===== config.mk =====
export PLATFORM = sky130hd
export DESIGN_NAME = ppaj_pair_unit
export DESIGN_NICKNAME = d
export VERILOG_FILES = /design/src/rtl/core/ppaj_pkg.sv /design/src/rtl/core/ppaj_pair_unit.sv
export SDC_FILE = /design/constraint.sdc
export NUM_CORES = 1
export LEC_CHECK = 0
export ABC_AREA = 1
export BUFFER_PORTS_ARGS = -buffer_cell sky130_fd_sc_hd__buf_2
export CORE_AREA = 2 2 217 219
export CTS_CLUSTER_DIAMETER = 200
export DETAILED_ROUTE_END_ITERATION = 8
export DIE_AREA = 0 0 219 221
export SLEW_MARGIN = 20
export SYNTH_ARGS = -nofsm -noshare
export SYNTH_HDL_FRONTEND = slang
export SYNTH_SLANG_ARGS = --single-unit

===== constraint.sdc =====
create_clock -name clk_i -period 0.8 [get_ports clk_i]
set_clock_uncertainty 0.05 [all_clocks]
set_input_delay 0.12 -clock clk_i [delete_from_list [all_inputs] [get_ports clk_i]]
set_output_delay 0.12 -clock clk_i [all_outputs]
set_load 0.05 [all_outputs]

===== src/rtl/core/ppaj_pkg.sv =====
package ppaj_pkg;

  localparam int HitEntries = 64;
  localparam int IdxW = $clog2(HitEntries);
  localparam int CntW = $clog2(HitEntries + 1);
  localparam int AddrW = 4;
  localparam int KeyW = 208;

  typedef enum logic [1:0] {
    KIND_LOAD  = 2'd0,
    KIND_FETCH = 2'd1,
    KIND_CLEAR = 2'd2,
    KIND_NONE  = 2'd3
  } kind_e;

  typedef enum logic [1:0] {
    STATUS_PRODUCT  = 2'd0,
    STATUS_END      = 2'd1,
    STATUS_BAD_CFG  = 2'd2,
    STATUS_OVERFLOW = 2'd3
  } status_e;

  typedef enum logic [1:0] {
    REG_MIN_AMP  = 2'd0,
    REG_MAX_AMP  = 2'd1,
    REG_PLEN_ONE = 2'd2,
    REG_PLEN_TWO = 2'd3
  } reg_e;

  typedef enum logic [1:0] {
    ST_IDLE,
    ST_SCAN,
    ST_DRAIN
  } state_e;

  typedef struct packed {
    logic        primer;
    logic        strand;
    logic [31:0] pos;
    logic [6:0]  mm;
    logic [63:0] mask;
  } hit_t;

  typedef struct packed {
    logic [31:0] min_amp;
    logic [31:0] max_amp;
    logic [6:0]  plen_one;
    logic [6:0]  plen_two;
  } cfg_t;

  typedef struct packed {
    logic        lp;
    logic        rp;
    logic [31:0] start;
    logic [31:0] len;
    logic [6:0]  lmm;
    logic [6:0]  rmm;
    logic [63:0] lmask;
    logic [63:0] rmask;
    logic [31:0] rpos;
    logic [32:0] amp_end;
  } cand_t;

  // Product order: start, length, primers and mismatch counts, then the two masks.
  function automatic logic [KeyW-1:0] prod_key(input cand_t c);
    prod_key = {c.start, c.len, c.lp, c.rp, c.lmm, c.rmm, c.lmask, c.rmask};
  endfunction

endpackage


===== src/rtl/core/ppaj_pair_unit.sv =====
module ppaj_pair_unit import ppaj_pkg::*; (
  input  logic  clk_i,
  input  logic  rst_ni,
  input  logic  valid_i,
  input  hit_t  fwd_i,
  input  hit_t  rev_i,
  input  cfg_t  cfg_i,
  output logic  valid_o,
  output cand_t cand_o
);

  logic [6:0]  plen_f, plen_r;
  logic [32:0] fpos, rpos, fmin, amp_end, len;
  logic        ok;
  cand_t       cand;

  always_comb begin
    plen_f  = fwd_i.primer ? cfg_i.plen_two : cfg_i.plen_one;
    plen_r  = rev_i.primer ? cfg_i.plen_two : cfg_i.plen_one;
    fpos    = {1'b0, fwd_i.pos};
    rpos    = {1'b0, rev_i.pos};
    fmin    = fpos + 33'(plen_f);
    amp_end = rpos + 33'(plen_r);
    len     = amp_end - fpos;
    ok = !fwd_i.strand && rev_i.strand && (fwd_i.primer != rev_i.primer) &&
         !(rpos < fmin) && (amp_end > fpos) &&
         (len >= {1'b0, cfg_i.min_amp}) && (len <= {1'b0, cfg_i.max_amp});
    cand.lp      = fwd_i.primer;
    cand.rp      = rev_i.primer;
    cand.start   = fwd_i.pos;
    cand.len     = len[31:0];
    cand.lmm     = fwd_i.mm;
    cand.rmm     = rev_i.mm;
    cand.lmask   = fwd_i.mask;
    cand.rmask   = rev_i.mask;
    cand.rpos    = rev_i.pos;
    cand.amp_end = amp_end;
  end

  always_ff @(posedge clk_i or negedge rst_ni) begin
    if (!rst_ni) begin
      valid_o <= 1'b0;
    end else begin
      valid_o <= valid_i && ok;
    end
  end

  always_ff @(posedge clk_i) begin
    cand_o <= cand;
  end

endmodule


Yosys cells after proc, flatten, opt, wreduce, memory -nomap -nowiden
Cells that the tools add are included.
{"block": "classes", "magnitude_cmp": 4, "n_eq_ne": 1, "add_sub_neg": 3, "muxes": 2, "reduce_logical": 9}
{"cell": "$add 32x7->33", "count": 2}
{"cell": "$ge 33x32->1", "count": 1}
{"cell": "$gt 33x32->1", "count": 1}
{"cell": "$le 33x32->1", "count": 1}
{"cell": "$lt 32x33->1", "count": 1}
{"cell": "$sub 33x32->33", "count": 1}
{"cell": "$mux 7", "count": 2}
{"cell": "$logic_and 1x1->1", "count": 7}
{"cell": "$logic_not 1->1", "count": 2}
{"cell": "$ne 1x1->1", "count": 1}
{"block": "totals", "input_bits": 291, "reg_bits": 274, "out_inout_bits": 274}

Longest topological paths before layout
{"block": "depth", "word_depth": 9, "ltp_mapped": 41}

Least setup slack after synthesis
No wires, ideal clock.
{"block": "synth_path", "path_kind": "input-to-reg", "startpoint": "input rev_i[104] (netlist bit)", "endpoint": "register valid_o", "path_stages": 40, "t_arrival_ns": 4.346, "required_time_ns": 0.679, "n_path_buf": 1, "path_slack_ns": -3.667, "path_cell_list": "clkbuf_1 > nand2_1 > o21ai_0 > ha_1 > inv_1 > fa_1 > inv_1 > nand3_1 > nand2_1 > nand2_1 > nand3_4 > nand2_4 > nor3_1 > xor2_1 > ha_1 > a21o_1 > a21oi_1 > a21boi_0 > [4 not listed] > nand3_1 > nand2_1 > nand2_1 > ha_1 > nand2_1 > nor2_1 > nand2_1 > nor2_1 > a21oi_1 > nand2_1 > nand2_1 > nand2_1 > nand2_1 > nand2_1 > nand2_1 > nand2_1 > nand3_1 > nor2_1"}
{"block": "synth_via", "elab_chain_cells": 7, "elab_cells_between_ends": 13}
{"item": "from (decl)", "line_no": "ppaj_pair_unit.sv:6", "rtl": "input hit_t rev_i,"}
{"item": "$mux 7 (*)", "line_no": "ppaj_pair_unit.sv:19", "rtl": "plen_r = rev_i.primer ? cfg_i.plen_two : cfg_i.plen_one;"}
{"item": "$add 32x7->33 (*)", "line_no": "ppaj_pair_unit.sv:23", "rtl": "amp_end = rpos + 33'(plen_r);"}
{"item": "named net amp_end[14]", "line_no": "ppaj_pair_unit.sv:13", "rtl": "logic [32:0] fpos, rpos, fmin, amp_end, len;"}
{"item": "$sub 33x32->33 (*)", "line_no": "ppaj_pair_unit.sv:24", "rtl": "len = amp_end - fpos;"}
{"item": "named net len[23]", "line_no": "ppaj_pair_unit.sv:13"}
{"item": "$ge 33x32->1", "line_no": "ppaj_pair_unit.sv:27", "rtl": "(len >= {1'b0, cfg_i.min_amp}) && (len <= {1'b0, cfg_i.max_amp});"}
{"item": "$logic_and 1x1->1", "line_no": "ppaj_pair_unit.sv:26", "rtl": "!(rpos < fmin) && (amp_end > fpos) &&"}
{"item": "$logic_and 1x1->1 (*)", "line_no": "ppaj_pair_unit.sv:27"}
{"item": "$logic_and 1x1->1 (*)", "line_no": "ppaj_pair_unit.sv:44", "rtl": "valid_o <= valid_i && ok;"}
{"item": "to (signal assigned)", "line_no": "ppaj_pair_unit.sv:44"}
{"item": "to (decl)", "line_no": "ppaj_pair_unit.sv:8", "rtl": "output logic valid_o,"}
The timed path passes the listed nets; every way through them passes the cells marked *.

Worst setup path after layout
Same ends and word-level chain as after synthesis.

==> results.sh <==
export IMPL_worstSetupPathType="input port to flop"
export IMPL_start_util_pct=25.74
export IMPL_setup_violations_final=338
export IMPL_ir_worst_vdd_v=0.002223
export IMPL_fin_ws_ns=-3.351
export IMPL_drc=0
export IMPL_drt_first_pass_iters=5
export IMPL_crit_end="valid_o"
export IMPL_postSynthAreaPerCell_um2=8.949
export IMPL_top_layer="met5"
export IMPL_cp_slowest_cell="fa_2"
export IMPL_period_share_pct=518.9
export IMPL_post_drt_via_cell_ratio=4.338
export IMPL_detailedPlacementHpwl_um=48800
export IMPL_mostFrequentLayoutCells="buf_4 (349), buf_2 (285), dfxtp_2 (265)"
export IMPL_clock_sinks=274
export IMPL_cp_start_kind="input port"
export IMPL_relSlewSlack_pct=66.61
export IMPL_antenna_found_initial=24
export IMPL_drv_cap=0
export IMPL_regArea_um2=5852
export IMPL_drive_gt1_share_pct=63.27
export IMPL_routed_wl_um=63610
export IMPL_grt_ovfl_total=0
export IMPL_ys_types=45
export IMPL_grt_pass1_vias=14785
export IMPL_clockBufferDepth=3
export IMPL_io_pins=565
export IMPL_slew_viol_final=0
export IMPL_drt_wirelength_per_cell_um=19.92
export IMPL_ys_seq_area_share_pct=46.30
export IMPL_netlist_area_um2=11860
export IMPL_cp_startpoint="rev_i[104]"
export IMPL_hold_slack_ns=-0.1636
export IMPL_tightest_slew_ns=0.4967
export IMPL_dr_wl_met3_um=3576
export IMPL_wl_met1_um=23330
export IMPL_leakage_nw=13.21
export IMPL_cp_end_kind="flop"
export IMPL_grt_pass1_wl_um=84660
export IMPL_io_buffers=564
export IMPL_place_gp_congestion=0.9053
export IMPL_synth_seq_cells=274
export IMPL_slowest_delay_ns=0.36
export IMPL_grt_util_all_layers_pct=23.50
export IMPL_die_x_um=219
export IMPL_critPathTopFamily="simple AND/OR/NAND/NOR gates"
export IMPL_h_tree_depth=2
export IMPL_ant_nets=0
export IMPL_core_area_um2=46060
export IMPL_clkTransAtPathRegs_ns=0.06
export IMPL_die_area_um2=48400
export IMPL_hold_class="input port to flop"
export IMPL_fin_setup_tns_ns=-189.62
export IMPL_grt_setup_unrepaired="yes"
export IMPL_final_area_um2=27390
export IMPL_grt_max_degree=15
export IMPL_fillers=3683
export IMPL_violations="hold timing, setup timing"
export IMPL_nNetsFinal=2977
export IMPL_yosys_warnings=0
export IMPL_critPathMaxFanout=8
export IMPL_synth_top_cells_by_area="dfxtp_1 (46%), ha_1 (15%), nand2_1 (7.9%)"
export IMPL_place_ws_ns=-4.870
export IMPL_fmax_ghz=0.2409
export IMPL_die_h_um=221
export IMPL_syn2layout_area_growth_pct=131.0
export IMPL_synth_fp_nets=1760
export IMPL_tritoncts="yes"
export IMPL_path_depth=31
export IMPL_synth_top_area_cell="dfxtp_1"
export IMPL_crit_arrival_ns=4.59
export IMPL_route_vias_total=13855
export IMPL_p_per_area_nw_per_um2=2082
export IMPL_crit_buf_inv=7
export IMPL_multiInputGateArea_um2=7767
export IMPL_placed_area_um2=18980
export IMPL_outcome="finished with violations"
export IMPL_numCtsBuffers=34
export IMPL_period_minus_slack_ns=4.151
export IMPL_clockRootBuffer="clkbuf_16"
export IMPL_rows=79
export IMPL_crit_required_ns=1.24
export IMPL_drtIter0Drc=456
export IMPL_syn_inst=1325
export IMPL_met2_wirelength_um=33910
export IMPL_final_common_cell="buf_4"
export IMPL_synth_top_area_share_pct=46.09
export IMPL_final_hold_viol_count=3
timing repair:
action                                  in CTS  in global routing
cloned                                       1                  0
resized for setup                          237               1298
endpoints found under the setup margin     338                340
hold endpoints to repair                   222                  4
pin swaps                                   62                142
hold buffers                               211                  1
buffers inserted                            31                 43
sequential cells by signal, summed over array words and instances, names as in the netlist:
signal   cells
cand_o     273
valid_o      1
cells by family after synthesis:
family                   synth area share (%)
AO/OA/AOI/OAI                           7.988
buffers and inverters                   6.363
XOR/XNOR                                6.426
flip-flops                              46.30
AND/OR/NAND/NOR                         17.54
adder cells (fa/ha/maj)                 15.38
area by class of cell:
| cell class | count | share of cell area, % |
|---|---|---|
| repair buffers | 1183 | 40.56 |
| multi-input cells | 850 | 28.36 |
| flip-flops and latches | 274 | 21.36 |
| clock buffers | 46 | 3.380 |
| well taps | 607 | 2.773 |
| inverters | 199 | 2.727 |
| clock inverters | 13 | 0.6350 |
| diodes | 22 | 0.2010 |
through the flow:
stage                     instances  power, mW  utilization, %
after global routing           3190      59.57           59.44
after global placement         2837      34.37           41.20
after CTS                      3138      52.94           50.95
after floorplan                1325      25.67               -
final                          3194      57.03           59.46
after detailed placement       2837      34.62           41.20
worst min-delay path by stage:
stage	cells after the start	start	end
global route	2	rev_i[96]	cand_o[25]
floorplan	0	rst_ni	valid_o
finish	2	rev_i[96]	cand_o[25]
detailed placement	1	rst_ni	valid_o
global placement	1	rst_ni	valid_o
CTS	2	rev_i[96]	cand_o[25]
Yosys cell counts (all sizes together):
cell type / n
a21boi: 2
ha: 141
o21bai: 11
a211oi: 3
nand4: 23
clkbuf: 2
nand3: 42
o21ai: 39
xnor2: 19
nand2: 261
inv: 198
a221oi: 1
xor2: 68
o2111ai: 2
fa: 3
dfrtp: 1
nand3b: 2
o211ai: 1
a41o: 1
clkinv: 1
nor2: 88
o21a: 2
or2: 1
nor3: 32
and2: 1
a21oi: 75
a31oi: 8
a21o: 14
nor4: 10
dfxtp: 273
layer usage:
metal / vias up / GRT usage, %
li1: 6749 / -
met1: 6501 / 25.39
met2: 457 / 43.44
met3: 144 / 5.196
met4: 4 / 10.22
met5: - / 0
report_power, final:
part	switching [mW]	internal, mW	total (mW)
registers	0.958	15.2	16.1
logic	13.4	12.0	25.4
clock network	6.37	9.16	15.5
total	20.7	36.3	57.0
Note: power is estimated with default switching activity, not from simulation.
