$ cat src/rtl/core/ppaj_ram.sv
module ppaj_ram #(
  parameter int Width = 8,
  parameter int Depth = 16
) (
  input  logic                     clk_i,
  input  logic                     we_i,
  input  logic [$clog2(Depth)-1:0] waddr_i,
  input  logic [Width-1:0]         wdata_i,
  input  logic [$clog2(Depth)-1:0] raddr_i,
  output logic [Width-1:0]         rdata_o
);

  logic [Width-1:0] mem_q [Depth];

  always_ff @(posedge clk_i) begin
    if (we_i) begin
      mem_q[waddr_i] <= wdata_i;
    end
    rdata_o <= mem_q[raddr_i];
  end

endmodule

$ cat config.mk
export PLATFORM = sky130hd
export DESIGN_NAME = ppaj_ram
export DESIGN_NICKNAME = d
export VERILOG_FILES = /design/src/rtl/core/ppaj_ram.sv
export SDC_FILE = /design/constraint.sdc
export NUM_CORES = 1
export LEC_CHECK = 0
export ABC_AREA = 1
export BUFFER_PORTS_ARGS = -buffer_cell sky130_fd_sc_hd__buf_4
export CORE_AREA = 3 3 100 102
export CTS_BUF_LIST = sky130_fd_sc_hd__clkbuf_4 sky130_fd_sc_hd__clkbuf_8
export CTS_CLUSTER_SIZE = 30
export DETAILED_ROUTE_END_ITERATION = 8
export DIE_AREA = 0 0 103 105
export PLACE_DENSITY_LB_ADDON = 0.2
export SYNTH_ARGS = -nofsm -noshare
export SYNTH_HDL_FRONTEND = slang
export SYNTH_SLANG_ARGS = --single-unit
$ cat constraint.sdc
create_clock -name clk_i -period 1.1 [get_ports clk_i]
set_input_delay 0.055 -clock clk_i [delete_from_list [all_inputs] [get_ports clk_i]]
set_output_delay 0.055 -clock clk_i [all_outputs]
set_load 0.01 [all_outputs]
# Word-level counts from Yosys, hierarchy flattened
# Memories as Yosys holds them, arrays and structs flattened. A register that Yosys moved wholly into a read port is not among the register bits.
# Cells that the tools add are included.
[word_totals]
register_bits = 0
mem_bits_rw = 128
inputBits = 18
out_inout_bits = 8
wordCells = 3
n_memories = 1
[op_classes]
n_mux = 2
[mem_list]
columns = ["name", "depth", "width", "read_ports", "rd_ports_with_merged_regs", "write_ports", "line", "rtl"]
rows = [
  ["mem_q", 16, 8, 1, 1, 1, "13", "logic [Width-1:0] mem_q [Depth];"],
]
[ops]
columns = ["cell", "count"]
rows = [
  ["$mux W1", 2],
]

# Longest topological paths before layout
# Gate-level depths: netlist of run 1.
[depth]
depth_word = 2
depth_mapped = 8
ltp_nobuf = 7

# Least setup slack after synthesis of run 1
# No wires, ideal clock.
[synth_timing]
kind = "input port to flip-flop"
startpoint = "input waddr_i[3]"
endpoint = "memory mem_q[4][0] (enable)"
setup_time_ps = 370
arrival_time_ps = 636
required_ps = 730
slack_ps = 94
cell_stages = 2
path_buffers = 0
cell_sequence = "nand3b_1 nor2_1"
[synth_rtl]
columns = ["item", "line", "rtl"]
rows = [
  ["from (decl)", "7", "input logic [$clog2(Depth)-1:0] waddr_i,"],
  ["to (decl)", "13", ""],
]
# Straight into the memory's write port.

==> flow_metrics.tcl, run 1 <==
set metrics [dict create \
    power.leakage_nw 2.954 \
    cp_slowest_cell "edfxtp_1" \
    drt_wl_total_um 12150 \
    fin_ws_ps 85.00 \
    syn_area_per_cell_sq_um 10.47 \
    path_common_cell "nand3_1" \
    rows 35 \
    critical_path_class "register to register" \
    syn_inst 551 \
    num_vias 3863 \
    avgRoutedWirePerCell_um 16.62 \
    dieHeight_um 105 \
    synth_cell_types 12 \
    pre_cts_ws_ps -38.84 \
    num_io_pins 26 \
    setup_viol 0 \
    status "complete, no violations" \
    die_area_sq_um 10820 \
    grt_max_degree 33 \
    ctsLongestPathBuffers 2 \
    clock_latency_ps 420 \
    final_antenna_net_count 0 \
    clkTransAtPathRegs_ps 80 \
    dp.final_hpwl_um 7737 \
    syn_nets 569 \
    drc 0 \
    synth_seq_cells 136 \
    hold_class "primary input to register" \
    crit_path_end_kind "register" \
    ir_drop_v 0.0009480 \
    max-cap-violations 0 \
    antenna_found_initial 0 \
    cts_sinks 136 \
    num_antenna_cells 0 \
    synthesis.area_sq_um 5767 \
    grt.total_usage 0.2458 \
    power_density_nw_per_um2 1623 \
    totalPowerFinal_w 0.01090 \
    grt-ovfl-total 0 \
    worst_path_largest_cell_delay_ps 370 \
    grt_pass1_vias 3738 \
    dr.pass1.iters 4 \
    cts-root-buf "clkbuf_8" \
    finalHoldViolations 0 \
    path_cells "inv_1, nand2_1, nand3_1, nand3_1, nand3_1, nand2_1" \
    drtIter0Drc 275 \
    postCtsSetupBuffers 0 \
    cts_tree "built" \
    finalCritPeriodShare 0.9227 \
    routabilityCongestion 0.8602 \
    die_w_um 103 \
    relSlewSlack 0.7985 \
    fin_area_sq_um 6719 \
    core_sq_um 9196 \
    rsz0062_at_grt "no" \
    worst-path-buf-inv 1 \
    drive_gt1_frac 0.1419 \
    min_period_ps 1015 \
    cp-start-kind "register" \
    htreeDepth 4 \
    nets 625 \
    numCtsBuffers 17 \
    vias_per_cell 5.285 \
    seq_area_frac_synth 0.6943 \
    yosysWarnings 0 \
    max_freq_ghz 0.9852 \
    crit_path_max_fanout 1 \
    clock_skew_ps 7.030 \
    worstMarginPinSlew_ps 301.9 \
    grt_pass1_wl_um 19400 \
    start_util 0.6271 \
    crit_family "simple AND/OR/NAND/NOR gates" \
    cp_data_required_time_ps 1420 \
    io_buffers 25 \
    placed_area_sq_um 6192 \
    slew_viol_final 0 \
    cp.arrival_ps 1330 \
    syn2layout_area_growth_pct 16.51 \
]
layout make-up:
class	instances	area (sq um)
clock buffers	17	234.0
clock inverters	15	192.7
fillers	661	2477
inverters	102	382.9
multi-input cells	289	1224
flip-flops and latches	136	4004
well taps	111	138.9
repair buffers	61	543.0
stage by stage:
stage	util	hold slack, ps	instances	TNS (ps)
CTS	0.7295	30.04	731	0
global placement	0.6733	379.7	690	-8.124
global route	0.7306	67.39	731	0
finish	0.7306	51.76	731	0
floorplan	-	153.9	551	0
detailed placement	0.6733	393.5	690	-38.84
routing by layer:
metal / wire length (um) / part of all wire / track usage / vias up
li1: - / - / - / 1888
met1: 4908 / 0.40 / 0.3280 / 1814
met2: 6170 / 0.51 / 0.3978 / 143
met3: 857 / 0.071 / 0.06342 / 18
met4: 214 / 0.018 / 0.07031 / 0
met5: 0 / 0 / 0 / -
layout by cell type (no fill, tap or decap):
cell,n
nand2_1,173
edfxtp_1,128
inv_1,100
nand3_1,95
buf_4,47
nor2_1,17
clkbuf_8,17
dlygate4sd3_1,9
dfxtp_1,8
clkinv_4,6
buf_12,5
bufinv_16,3
inv_6,3
inv_2,2
nand3_2,2
nand3b_1,2
clkinv_2,1
inv_8,1
clkinvlp_4,1
cells by family after synthesis:
family        count (synthesis)  share of synthesized area
simple gates                289                     0.2105
buf+inv                     126                    0.09525
flops                       136                     0.6943
worst min-delay path, cell delays in order:
cell     delay (ps)
buf_4           160
nand3_1          90
nand3_1          70
nand2_1          60
cell usage after synthesis:
library cell / count / share of area
dfxtp_1: 8 / 0.028
buf_4: 4 / 0.0052
nand2_1: 173 / 0.11
inv_1: 100 / 0.065
buf_6: 6 / 0.012
buf_2: 13 / 0.011
buf_1: 1 / 0.00065
nand3_1: 97 / 0.084
edfxtp_1: 128 / 0.67
nor2_1: 17 / 0.011
nand3b_1: 2 / 0.0026
inv_2: 2 / 0.0013
power by group:
part           total, W  internal (W)  switching, W  leakage (nW)
logic          0.000809      0.000297      0.000512          1.52
clock network   0.00427       0.00229       0.00198         0.213
registers       0.00582       0.00578     0.0000382          1.22
total            0.0109       0.00837       0.00253          2.95
flip-flops by register name, summed over array words and instances (netlist names):
| register | count |
|---|---|
| mem_q | 128 |
| rdata_o | 8 |
final timing paths:
kind | from | endpoint | slack (ps) | cells past startpoint
setup reg to reg | mem_q[5][5] | rdata_o[5] | 90 | 6
setup / recovery | mem_q[5][5] | rdata_o[5] | 90 | 6
hold reg to reg | mem_q[12][2] | rdata_o[2] | 650 | 6
hold / removal | raddr_i[2] | rdata_o[1] | 50 | 4
what timing repair did:
action	4_1_cts	5_1_grt
hold endpoints to repair	123	0
endpoints found under the setup margin	0	1
resized for setup	0	2
hold buffers	9	0
Power figures use the tool's default switching activity.
==> run 2, diff against run 1 <==
CORE_AREA = 3 3 103 105   (was 3 3 100 102)
DIE_AREA = 0 0 106 108   (was 0 0 103 105)
==> run 2 against run 1 <==
Register-to-register slack gained 30 ps. First-iteration DRC count grew 1.1%. Sequential share of layout area is essentially flat. Worst setup slack gained 25 ps. Combinational power shrank 0.7%. Non-clock buffer count is the same. Critical path depth shrank 5. Via count shrank 2.0%. Cell area is essentially flat. Critical path type is now register to primary output.
==> flow_metrics.tcl, run 2 (same netlist as run 1, synthesis figures left out) <==
set metrics [dict create \
    status "complete, no violations" \
    dr.pass1.iters 5 \
    final_antenna_net_count 0 \
    worstMarginPinSlew_ps 300.6 \
    cp_slowest_cell "dfxtp_1" \
    numCtsBuffers 17 \
    grt_pass1_wl_um 19190 \
    vias_per_cell 5.033 \
    cts_sinks 136 \
    rows 36 \
    max_freq_ghz 1.010 \
    crit_path_end_kind "primary output" \
    path_cells "buf_4" \
    dieHeight_um 108 \
    worst-path-buf-inv 1 \
    dp.final_hpwl_um 7810 \
    min_period_ps 989.8 \
    drtIter0Drc 278 \
    final_common_cell "nand2_1" \
    antenna_found_initial 0 \
    drt_wl_total_um 12170 \
    fin_util 0.6902 \
    cp_data_required_time_ps 1040 \
    grt_max_degree 65 \
    avgRoutedWirePerCell_um 16.18 \
    grt.total_usage 0.2315 \
    postCtsSetupBuffers 0 \
    num_io_pins 26 \
    setup_viol 0 \
    critical_path_class "register to primary output" \
    drive_gt1_frac 0.1309 \
    die_w_um 106 \
    max-cap-violations 0 \
    power_density_nw_per_um2 1599 \
    finalCritPeriodShare 0.8999 \
    cts_tree "built" \
    worst_path_largest_cell_delay_ps 360 \
    ctsLongestPathBuffers 2 \
    relSlewSlack 0.7996 \
    fillerInstances 723 \
    finalHoldViolations 0 \
    die_area_sq_um 11450 \
    largest_reg_flops 128 \
    htreeDepth 4 \
    grt-ovfl-total 0 \
    timing.hold.ws_ps 115.7 \
    crit_path_max_fanout 1 \
    ir_drop_v 0.001120 \
    clkTransAtPathRegs_ps 70 \
    drc 0 \
    start_util 0.5927 \
    cts-root-buf "clkbuf_8" \
    num_vias 3785 \
    core_sq_um 9729 \
    cp.arrival_ps 930 \
    nets 625 \
    final_cell_mix "nand2_1 (173), edfxtp_1 (128), inv_1 (100)" \
    critical_path_cell_count 1 \
    top_register "mem_q" \
    crit_family "flip-flops" \
    cp-start-kind "register" \
    clock_latency_ps 440 \
    routabilityCongestion 0.8421 \
    slew_viol_final 0 \
    io_buffers 25 \
    min_path_cells 5 \
    syn2layout_area_growth_pct 16.45 \
    clock_skew_ps 5.978 \
    hold_class "primary input to register" \
    num_antenna_cells 0 \
    tns_ps 0 \
    grt_pass1_vias 3644 \
    rsz0062_at_grt "no" \
    reg2regPathDepth 6 \
    largestRegisters "mem_q: 128 flops, rdata_o: 8 flops" \
    power.leakage_nw 2.936 \
]
-- run 2: final cells by class --
class / instances / area [sq um] / share of cell area
clock buffers: 21 / 276.5 / 0.04118
well taps: 133 / 166.4 / 0.02478
repair buffers: 61 / 545.5 / 0.08124
clock inverters: 10 / 126.4 / 0.01882
inverters: 102 / 382.9 / 0.05702
multi-input cells: 289 / 1214 / 0.1807
flip-flops and latches: 136 / 4004 / 0.5962
-- run 2: where the power goes --
group          leakage (nW)  switching (W)  internal [W]
Combinational          1.51       0.000506      0.000297
Sequential             1.22      0.0000385       0.00579
Clock                 0.201        0.00174       0.00237
-- run 2: tightest hold or removal path, cell delays in order --
cell     delay [ps]
buf_4           180
nand2_1          90
nand3_1          60
nand3_1          70
nand2_1          50
-- run 2: repair_timing --
action / 4_1_cts / 5_1_grt
hold endpoints to repair: 136 / 0
resized for setup: 0 / 0
hold buffers: 10 / 0
-- run 2: final timing paths --
kind / start / slack (ps) / end
worst min register to register: mem_q[6][2] / 680 / rdata_o[2]
worst max-delay path: rdata_o[7] / 110 / rdata_o[7]
worst min-delay path: raddr_i[1] / 120 / rdata_o[2]
worst max register to register: mem_q[1][0] / 110 / rdata_o[0]
-- run 2: metal layers --
metal  share of wire  vias to the layer above  track usage
met1            0.42                     1740       0.3034
met5               0                        -            0
met2            0.49                      138       0.3734
li1                -                     1882            -
met4           0.026                        0       0.1018
met3           0.066                       25      0.05552
-- run 2: stage by stage --
step	total power [W]	setup slack (ps)	instances	area (sq um)
2_1_floorplan	0.006354	94.16	551	5767
3_3_place_gp	0.006699	3.022	711	6212
3_5_place_dp	0.006720	3.053	711	6212
4_1_cts	0.01081	78.57	752	6715
5_1_grt	0.01113	9.854	752	6715
6_report	0.01074	110.2	752	6715
==> run 3, diff against run 2 <==
CELL_PAD_IN_SITES_DETAIL_PLACEMENT = 1   (was default)
CELL_PAD_IN_SITES_GLOBAL_PLACEMENT = 2   (was default)
CORE_AREA = 3 3 122 124   (was 3 3 103 105)
DIE_AREA = 0 0 125 127   (was 0 0 106 108)
==> run 3 against run 2 <==
Clock skew is 2.8 ps higher. Power fell by 1.5%. Combinational power grew 7.3%. Worst hold slack better by 22 ps. Wire length up 25%. Cell area increased by 0.80%. Non-clock buffer count fell by 2. Critical endpoint is now rdata_o[2].
==> flow_metrics.tcl, run 3 (same netlist as run 1, synthesis figures left out) <==
set metrics [dict create \
    clkTransAtPathRegs_ps 70 \
    final_cells 798 \
    slew_viol_final 0 \
    pre_cts_ws_ps -93.63 \
    cp_slowest_cell "dfxtp_1" \
    fillerInstances 1554 \
    cp_data_required_time_ps 1040 \
    final_antenna_net_count 0 \
    start_util 0.4154 \
    max-cap-violations 0 \
    crit_family "flip-flops" \
    crit_start "rdata_o[2]" \
    grt-ovfl-total 0 \
    avgRoutedWirePerCell_um 19.01 \
    vias_per_cell 4.851 \
    grt_pass1_wl_um 23470 \
    numCtsBuffers 17 \
    dieHeight_um 127 \
    drt_wl_total_um 15170 \
    final_common_cell "nand2_1" \
    reg2reg_from "mem_q[7][6]" \
    largestRegisters "mem_q: 128 flops, rdata_o: 8 flops" \
    register_area_sq_um 4004 \
    finalHoldViolations 0 \
    grt.total_usage 0.2005 \
    worst_path_largest_cell_delay_ps 410 \
    die_w_um 125 \
    worst-path-buf-inv 1 \
    critical_path_class "register to primary output" \
    worstMarginPinSlew_ps 346.0 \
    num_vias 3871 \
    tns_ps 0 \
    relSlewSlack 0.7691 \
    multi_input_area_sq_um 1239 \
    finalCritPeriodShare 0.9674 \
    rsz0062_at_grt "no" \
    cp.arrival_ps 1010 \
    syn2layout_area_growth_pct 17.38 \
    dp.final_hpwl_um 9540 \
    htreeDepth 4 \
    nets 623 \
    num_io_pins 26 \
    num_antenna_cells 0 \
    drive_gt1_frac 0.1375 \
    grt_pass1_vias 4055 \
    ir_drop_v 0.0006892 \
    timing.hold.ws_ps 137.4 \
    setup_viol 0 \
    clock_skew_ps 8.803 \
    io_buffers 25 \
    core_sq_um 13880 \
    path_cells "buf_4" \
    die_area_sq_um 15880 \
    drc 0 \
    fin_ws_ps 35.91 \
    final_cell_mix "nand2_1 (173), edfxtp_1 (128), inv_1 (100)" \
    max_freq_ghz 0.9398 \
    largest_reg_flops 128 \
    cp-start-kind "register" \
    antenna_found_initial 0 \
    grt_max_degree 65 \
    crit_path_max_fanout 1 \
    min_period_ps 1064 \
    crit_path_end_kind "primary output" \
    top_register "mem_q" \
    hold_class "primary input to register" \
    dr.pass1.iters 4 \
    ctsLongestPathBuffers 2 \
    dp_cells 757 \
    clock_latency_ps 450 \
    rows 43 \
    totalPowerFinal_w 0.01058 \
    status "complete, no violations" \
    power.leakage_nw 2.940 \
    hp-start "raddr_i[2]" \
    power_density_nw_per_um2 1563 \
    cts_sinks 136 \
    drtIter0Drc 283 \
    cts-root-buf "clkbuf_8" \
    routabilityCongestion 0.7515 \
    cts_tree "built" \
]
==> run 3: timing repair <==
item                                    in CTS  in global routing
gates cloned                                 0                  0
hold endpoints to repair                   136                  0
gates resized for setup                      1                  4
endpoints found under the setup margin       1                  3
buffers inserted                             0                  0
hold buffers                                 9                  0
==> run 3: cell type report <==
class	count	share of cell area
inverters	102	0.05656
multi-input cells	289	0.1830
clock buffers	20	0.03789
clock inverters	12	0.01608
well taps	180	0.03327
flip-flops and latches	136	0.5915
repair buffers	59	0.08170
==> run 3: metrics by stage <==
step	instance area, sq um	util
after detailed placement	6289	0.4530
after global routing	6769	0.4877
after global placement	6289	0.4530
after CTS	6749	0.4862
final	6769	0.4877
after floorplan	5767	-
==> run 3: final timing paths <==
path	endpoint	slack, ps	cells after the start
hold / removal	rdata_o[6]	140	6
setup reg to reg	rdata_o[6]	70	6
hold reg to reg	rdata_o[1]	690	6
setup / recovery	rdata_o[2]	40	1
==> run 3: power breakdown <==
group	internal, W	switching [W]
clock network	0.00203	0.00186
logic	0.000305	0.000557
registers	0.00579	0.0000391
total	0.00813	0.00245
==> run 3: layer usage <==
metal	up-vias	part of all wire	global-route usage
met3	22	0.037	0.03888
met1	1909	0.45	0.2559
li1	1879	-	-
met5	-	0	0
met4	0	0.022	0.08163
met2	61	0.49	0.3388
